--- src/rtl/fpc_pkg.sv ---
// ----------------------------------------------------------------------------
// fpc_pkg
// Shared widths, curve breakpoints and segment spans for the flow to PWM
// duty curve.
// ----------------------------------------------------------------------------
package fpc_pkg;

    localparam int FLOW_W        = 16;  // signed flow input width
    localparam int DUTY_W        = 7;   // duty result width
    localparam int FRAC_BITS_DEF = 8;   // default flow fraction bits
    localparam int CURVE_POINTS  = 11;
    localparam int SEGMENTS      = CURVE_POINTS - 1;
    localparam int SEG_W         = 4;   // segment index width
    localparam int HUND_W        = 12;  // breakpoints in hundredths fit here
    localparam int SPAN_W        = 10;  // widest segment span in hundredths
    localparam int SCALE_W       = 7;   // bits of the factor 100
    localparam int FLOW_SCALE    = 100;
    localparam int DUTY_STEP     = 10;
    localparam int DUTY_MAX      = 100;
    localparam int ROUND_SCALE   = 20;  // 2 * DUTY_STEP, for half-up rounding
    localparam int ROUND_W       = 5;

    // Calibration breakpoints in hundredths of a flow unit
    function automatic int curve_hundredths(input int idx);
        int val;
        case (idx)
            0:       val = 0;
            1:       val = 39;
            2:       val = 626;
            3:       val = 1045;
            4:       val = 1531;
            5:       val = 2028;
            6:       val = 2285;
            7:       val = 2595;
            8:       val = 2840;
            9:       val = 3014;
            10:      val = 3231;
            default: val = 3231;
        endcase
        return val;
    endfunction

    // Width of a segment in hundredths
    function automatic int seg_span(input int seg);
        return curve_hundredths(seg + 1) - curve_hundredths(seg);
    endfunction

endpackage

--- src/rtl/fpc_locate.sv ---
// ----------------------------------------------------------------------------
// fpc_locate
// Two pipeline stages: clamp and scale the flow by 100, then find its curve
// segment and the offset of the flow above the segment's lower breakpoint.
// ----------------------------------------------------------------------------
module fpc_locate #(
    parameter int FRAC_BITS = fpc_pkg::FRAC_BITS_DEF
) (
    input  logic                                   clk,
    input  logic                                   rst_n,
    input  logic                                   in_valid,
    output logic                                   in_ready,
    input  logic signed [fpc_pkg::FLOW_W-1:0]      flow_fixed,
    output logic                                   seg_valid,
    input  logic                                   seg_ready,
    output logic                                   seg_sat,
    output logic [fpc_pkg::SEG_W-1:0]              seg_k,
    output logic [fpc_pkg::SPAN_W+FRAC_BITS-1:0]   seg_r
);
    import fpc_pkg::*;

    localparam int HW = FLOW_W - 1 + SCALE_W;
    localparam int BW = HUND_W + FRAC_BITS;
    localparam int CW = (HW > BW) ? HW : BW;
    localparam int RW = SPAN_W + FRAC_BITS;

    logic                 a_valid_reg;
    logic [CW-1:0]        a_h_reg;
    logic [CW-1:0]        a_h_next;
    logic                 a_ready;
    logic [FLOW_W-2:0]    flow_clamped;

    logic                 b_valid_reg;
    logic                 b_sat_reg;
    logic                 b_sat_next;
    logic [SEG_W-1:0]     b_k_reg;
    logic [SEG_W-1:0]     b_k_next;
    logic [RW-1:0]        b_r_reg;
    logic [RW-1:0]        b_r_next;
    logic [CW-1:0]        bp [CURVE_POINTS];

    // Stage A: clamp negative flow to zero, scale to hundredths
    assign a_ready  = !a_valid_reg || !b_valid_reg || seg_ready;
    assign in_ready = a_ready;

    always_comb
    begin
        flow_clamped = flow_fixed[FLOW_W-1] ? '0 : flow_fixed[FLOW_W-2:0];
        a_h_next     = CW'(flow_clamped) * CW'(FLOW_SCALE);
    end

    always_ff @(posedge clk or negedge rst_n)
    begin
        if (!rst_n)
        begin
            a_valid_reg <= 1'b0;
        end
        else if (a_ready)
        begin
            a_valid_reg <= in_valid;
        end
    end

    always_ff @(posedge clk)
    begin
        if (a_ready && in_valid)
        begin
            a_h_reg <= a_h_next;
        end
    end

    // Stage B: compare against every breakpoint, pick segment and offset
    always_comb
    begin
        for (int i = 0; i < CURVE_POINTS; i++)
        begin
            bp[i] = CW'(curve_hundredths(i)) << FRAC_BITS;
        end
        b_k_next = '0;
        for (int i = 1; i < SEGMENTS; i++)
        begin
            if (a_h_reg >= bp[i])
            begin
                b_k_next = b_k_next + SEG_W'(1);
            end
        end
        b_sat_next = (a_h_reg >= bp[SEGMENTS]);
        b_r_next   = RW'(a_h_reg - bp[b_k_next]);
    end

    always_ff @(posedge clk or negedge rst_n)
    begin
        if (!rst_n)
        begin
            b_valid_reg <= 1'b0;
        end
        else if (!b_valid_reg || seg_ready)
        begin
            b_valid_reg <= a_valid_reg;
        end
    end

    always_ff @(posedge clk)
    begin
        if (a_valid_reg && (!b_valid_reg || seg_ready))
        begin
            b_sat_reg <= b_sat_next;
            b_k_reg   <= b_k_next;
            b_r_reg   <= b_r_next;
        end
    end

    assign seg_valid = b_valid_reg;
    assign seg_sat   = b_sat_reg;
    assign seg_k     = b_k_reg;
    assign seg_r     = b_r_reg;

endmodule

--- config.mk ---
export PLATFORM = sky130hd
export DESIGN_NAME = fpc_locate
export DESIGN_NICKNAME = d
export VERILOG_FILES = /design/src/rtl/fpc_pkg.sv /design/src/rtl/fpc_locate.sv
export SDC_FILE = /design/constraint.sdc
export NUM_CORES = 1
export LEC_CHECK = 0
export BUFFER_PORTS_ARGS = -buffer_cell sky130_fd_sc_hd__buf_2
export CORE_AREA = 4 4 116 74
export CTS_CLUSTER_DIAMETER = 60
export DETAILED_ROUTE_END_ITERATION = 7
export DIE_AREA = 0 0 120 78
export GPL_TIMING_DRIVEN = 0
export MAX_ROUTING_LAYER = met4
export PLACE_DENSITY = 0.79
export SETUP_SLACK_MARGIN = 0.3
export SKIP_CTS_REPAIR_TIMING = 1
export SLEW_MARGIN = 20
export SYNTH_ARGS = -nofsm -noshare
export SYNTH_HDL_FRONTEND = slang
export SYNTH_SLANG_ARGS = --single-unit
export TNS_END_PERCENT = 10
--- constraint.sdc ---
create_clock -name clk -period 10.73 [get_ports clk]
set_input_delay 1.6095 -clock clk [delete_from_list [all_inputs] [get_ports clk]]
set_output_delay 1.6095 -clock clk [all_outputs]
set_load 0.03 [all_outputs]
==> out/results.ini, run 1 <==
[routing]
drtPass1Iterations = 4
drt_wl_total_microns = 7860
wirelength_met1_microns = 3850
wl_met2_microns = 3520
antenna_left = 0
dr.first_iter.drc_count = 132
post_drt_wl_per_cell_microns = 13.0
dr_wl_met3_microns = 342
vias = 3155
via_per_inst = 5.23
top_layer_used = met4
drc = 0

[sta]
post-route-min-period_ns = 9.52
fin_crit_sh = 0.887
hold_ws_ns = 0.418
drv_slew = 0
hold_viol = 0
rsz0062_at_grt = false
slew_headroom = 0.348
tightest_slew_ns = 0.978
setup_violations = 0
clock.fmax_mhz = 105
clock_skew_ns = 0.00601
fin_setup_tns_ns = 0

[cts]
path_clk_slew_ns = 0.06
cts_buffers = 5
cts_tree = done
htree_levels = 2
insertion_delay_ns = 0.29
clock-sinks = 43
root_buffer = clkbuf_16
clock_path_buffers = 2

[setup_path]
criticalPathCategory = flop to flop
cp_num_buf_inv = 4
rr_startpoint = a_h_reg[21]
path_max_fanout = 10
slowest_delay_ns = 0.51
path_depth = 42
cp-start-kind = flop
r2r-end = seg_r[17]
cp_slowest_cell = edfxtp_1
crit_path_end_kind = flop
cp_common_cell = ha_1
crit_arrival_ns = 9.55
crit_family = adder cells
cp.required_ns = 10.76
r2r_cells = 42
rrSetupSlack_ns = 1.21

[run_status]
status = finished clean

[floorplan]
pin_count = 45
die_h_microns = 78
die-area_sq_mm = 0.00936
core_region_area_sq_mm = 0.00760
num_rows = 25
start_util = 0.580
dieWidth_microns = 120

[yosys]
ys_warn_count = 0
synth_edf_count = 41
netlist_area_sq_mm = 0.00441
synth.avg_cell_area_sq_um = 9.93
syn-instance-count = 444
synthArstFlopShare = 0.0465
ys_seq_elements = 43
yosysSeqAreaShare = 0.291
ys_types = 67
synth_top_flop_cell = edfxtp_1

[grt]
grt_use_total = 0.195
grt_max_degree = 22
grt_remaining_overflow = 0
antenna_found_initial = 0
grt_pass1_wl_microns = 14500
grt_pass1_vias = 3267

[worst_hold_path]
min_from = a_h_reg[2]
min_path_cells = 0
hp-class = flop to flop
hold_end = seg_r[2]

[final_layout]
diodes = 0
layout_common_cells = ha_1 (72), inv_1 (68), buf_2 (43), edfxtp_1 (41), a21oi_1 (23)
seq_area_sq_mm = 0.00128
drive_above_1_share = 0.160
synthToLayoutAreaGrowth_pct = 12.2
final_common_cell = ha_1
postLayoutCoreUtil = 0.651
largest_register_ffs = 20
multi_input_area_sq_mm = 0.00281
nFillCells = 622
fin_nets = 597

[power_and_ir_drop]
leakagePower_nw = 2.40
peakVddDrop_uv = 168
power-per-cell-area_mw_per_mm2 = 353

[placed_design]
place_congestion = 0.916
io_buffers = 42
dp_hpwl_microns = 6590

[run]
maxCapViolCount = 0

[power by group]
part | switching (W) | leakage [nW] | internal (W) | total, W
registers | 0.0000238 | 0.418 | 0.000308 | 0.000332
logic | 0.000680 | 1.89 | 0.000541 | 0.00122
clock network | 0.0000591 | 0.0911 | 0.000133 | 0.000192
total | 0.000763 | 2.40 | 0.000982 | 0.00175
[cell usage after synthesis, drive strengths merged (3+ instances only)]
| library cell | n | share of area |
|---|---|---|
| or3 | 3 | 0.0043 |
| mux2i | 6 | 0.016 |
| a21boi | 4 | 0.0068 |
| ha | 72 | 0.20 |
| a21oi | 23 | 0.026 |
| nor2 | 23 | 0.020 |
| and2 | 7 | 0.0099 |
| clkbuf | 5 | 0.0045 |
| inv | 70 | 0.060 |
| a21o | 5 | 0.0085 |
| mux2 | 6 | 0.017 |
| nor3 | 5 | 0.0057 |
| edfxtp | 41 | 0.28 |
| buf | 5 | 0.0088 |
| xor2 | 13 | 0.026 |
| o21bai | 7 | 0.012 |
| nand3 | 7 | 0.0091 |
| nand2 | 23 | 0.021 |
| fa | 11 | 0.050 |
| nand2b | 15 | 0.021 |
| xnor2 | 24 | 0.054 |
| o211ai | 3 | 0.0051 |
| nor2b | 12 | 0.017 |
| o21ai | 17 | 0.019 |
[per-layer routing]
layer	global-route usage	vias to the layer above
li1	-	1624
met1	0.246	1453
met2	0.317	64
met3	0.0415	14
met4	0.0629	0
met5	-	-
[worst max path at each step]
stage | start | endpoint
global route | a_h_reg[21] | seg_r[17]
detailed placement | a_h_reg[21] | seg_r[17]
global placement | a_h_reg[21] | seg_r[17]
CTS | a_h_reg[21] | seg_r[17]
finish | a_h_reg[21] | seg_r[17]
floorplan | a_h_reg[21] | seg_r[17]
[layout make-up]
class,instances,area share
Buffer,10,0.0119
Clock buffer,6,0.0261
Clock inverter,2,0.0121
Inverter,70,0.0531
Multi-Input combinational cell,322,0.568
Sequential cell,43,0.259
Tap cell,108,0.0273
Timing Repair Buffer,42,0.0425
[per-stage QoR]
step | instances | total power, W | area (sq um) | setup slack [ns]
floorplan | 445 | 0.00133 | 4410 | 2.22
global placement | 595 | 0.00151 | 4760 | 1.47
detailed placement | 595 | 0.00156 | 4760 | 1.29
CTS | 603 | 0.00176 | 4950 | 1.23
global route | 603 | 0.00194 | 4950 | 0.370
finish | 603 | 0.00175 | 4950 | 1.21
[logic make-up (layout without fill, tap and decap cells)]
kind of cell,after synthesis,after routing,synth area share
AND/OR/NAND/NOR,105,105,0.126
adder cells (fa/ha/maj),83,83,0.254
AO/OA/AOI/OAI,81,81,0.131
buffers and inverters,80,130,0.0729
flip-flops,43,43,0.291
XOR/XNOR,39,39,0.0903
multiplexers,12,12,0.0335
other,1,2,0.000851
(Power assumes the default switching activity.)
==> run 2: changes to the inputs <==
- BUFFER_PORTS_ARGS: -buffer_cell sky130_fd_sc_hd__buf_2 -> -buffer_cell sky130_fd_sc_hd__clkbuf_2
- CORE_AREA: 4 4 116 74 -> 4 4 121 77
- DIE_AREA: 0 0 120 78 -> 0 0 125 81
- PLACE_DENSITY: 0.79 -> 0.77
- clock period: 10.73 -> 7.9 ns (I/O delays scaled with it)
==> run 2 against run 1 <==
The flow now finishes with violations (setup timing). First-iteration DRC count grew 39%. Setup slack lost 1.3 ns. Register-to-register slack lost 1.3 ns. Largest cell class unchanged.
==> out/results.ini, run 2 (same netlist as run 1, synthesis figures left out) <==
[cts]
cts_buffers = 5
htree_levels = 2
cts_tree = done
clock_path_buffers = 2
insertion_delay_ns = 0.28
path_clk_slew_ns = 0.06
clock-sinks = 43
root_buffer = clkbuf_16

[final_layout]
final_common_cell = inv_1
synthToLayoutAreaGrowth_pct = 22.2
seq_area_sq_mm = 0.00128
drive_above_1_share = 0.279
diodes = 0
nFillCells = 658
postLayoutCoreUtil = 0.652
layout_common_cells = inv_1 (65), ha_1 (63), clkbuf_2 (43), edfxtp_1 (41), buf_4 (32)
largest_register_ffs = 20
multi_input_area_sq_mm = 0.00305
fin_nets = 625

[routing]
post_drt_wl_per_cell_microns = 14.4
antenna_left = 0
dr.first_iter.drc_count = 183
drt_wl_total_microns = 9160
vias = 3347
drc = 0
drtPass1Iterations = 4
via_per_inst = 5.27

[sta]
rsz0062_at_grt = true
hold_ws_ns = 0.421
drv_slew = 0
post-route-min-period_ns = 7.98
slew_headroom = 0.370
hold_viol = 0
clock_skew_ns = 0.00297
worst_slack_ns = -0.0815
fin_crit_sh = 1.01
setup_violations = 2
fin_setup_tns_ns = -0.157
tightest_slew_ns = 0.945
clock.fmax_mhz = 125

[setup_path]
crit_family = compound AO/OA/AOI/OAI gates
cp_slowest_cell = edfxtp_1
rr_startpoint = a_h_reg[13]
rrSetupSlack_ns = -0.08
criticalPathCategory = flop to flop
crit_arrival_ns = 8.01
r2r_cells = 41
slowest_delay_ns = 0.41
cp.required_ns = 7.93
r2r-end = seg_r[17]
cp-start-kind = flop
cp_common_cell = ha_4
crit_path_end_kind = flop
path_max_fanout = 9
cp_num_buf_inv = 4

[run_status]
violations = setup timing
status = finished, violations left

[worst_hold_path]
min_from = a_h_reg[4]
min_path_cells = 0
hp-class = flop to flop
hold_end = seg_r[4]

[grt]
grt_remaining_overflow = 0
grt_pass1_vias = 3298
grt_max_degree = 22
antenna_found_initial = 0
grt_pass1_wl_microns = 15200
grt_use_total = 0.185

[floorplan]
core_region_area_sq_mm = 0.00826
num_rows = 26
die_h_microns = 81
die-area_sq_mm = 0.0101
dieWidth_microns = 125
pin_count = 45
start_util = 0.533

[placed_design]
pre_cts_slack_ns = -0.449
dp_hpwl_microns = 7220
place_congestion = 0.897
io_buffers = 42

[run]
maxCapViolCount = 0

==> run 2: worst register-to-register path, delay by kind of cell, from the launching register on <==
kind / cells / cell delay (ns)
compound gates: 14 / 2.58
xor+xnor: 5 / 0.76
fa+ha+maj: 7 / 1.54
buf+inv: 4 / 0.70
flops: 1 / 0.41
mux: 4 / 0.90
simple gates: 7 / 0.87
==> run 2: metal layers <==
layer	track usage	vias to the layer above	share of wire
met4	0.0314	0	0.0055
met3	0.0243	8	0.042
met1	0.246	1578	0.48
met2	0.311	81	0.47
met5	-	-	0
li1	-	1680	-
==> run 2: how the worst max path moves through the flow <==
stage,depth (start not counted),from,slack (ns),endpoint
after floorplan,42,a_h_reg[20],0.32,seg_r[17]
after global placement,42,a_h_reg[20],-0.25,seg_r[17]
after detailed placement,44,a_h_reg[20],-0.45,seg_r[17]
after CTS,44,a_h_reg[20],-0.48,seg_r[17]
after global routing,41,a_h_reg[14],-0.49,seg_r[17]
final,41,a_h_reg[13],-0.08,seg_r[17]
==> run 2: metrics by stage <==
step | instances | cell area [sq um]
after floorplan | 445 | 4540
after global placement | 599 | 4890
after detailed placement | 599 | 4890
after CTS | 607 | 5040
after global routing | 635 | 5390
final | 635 | 5390
==> run 2: cell type report <==
type                            instances  share of cell area
Sequential cell                        43               0.238
Timing Repair Buffer                   70              0.0781
Buffer                                 10              0.0151
Clock inverter                          3             0.00441
Clock buffer                            5              0.0232
Multi-Input combinational cell        322               0.566
Tap cell                              112              0.0260
Inverter                               70              0.0493
Power of run 2 is not shown: default switching activity piles up to over one toggle a cycle in this logic, so the estimate is an artifact.
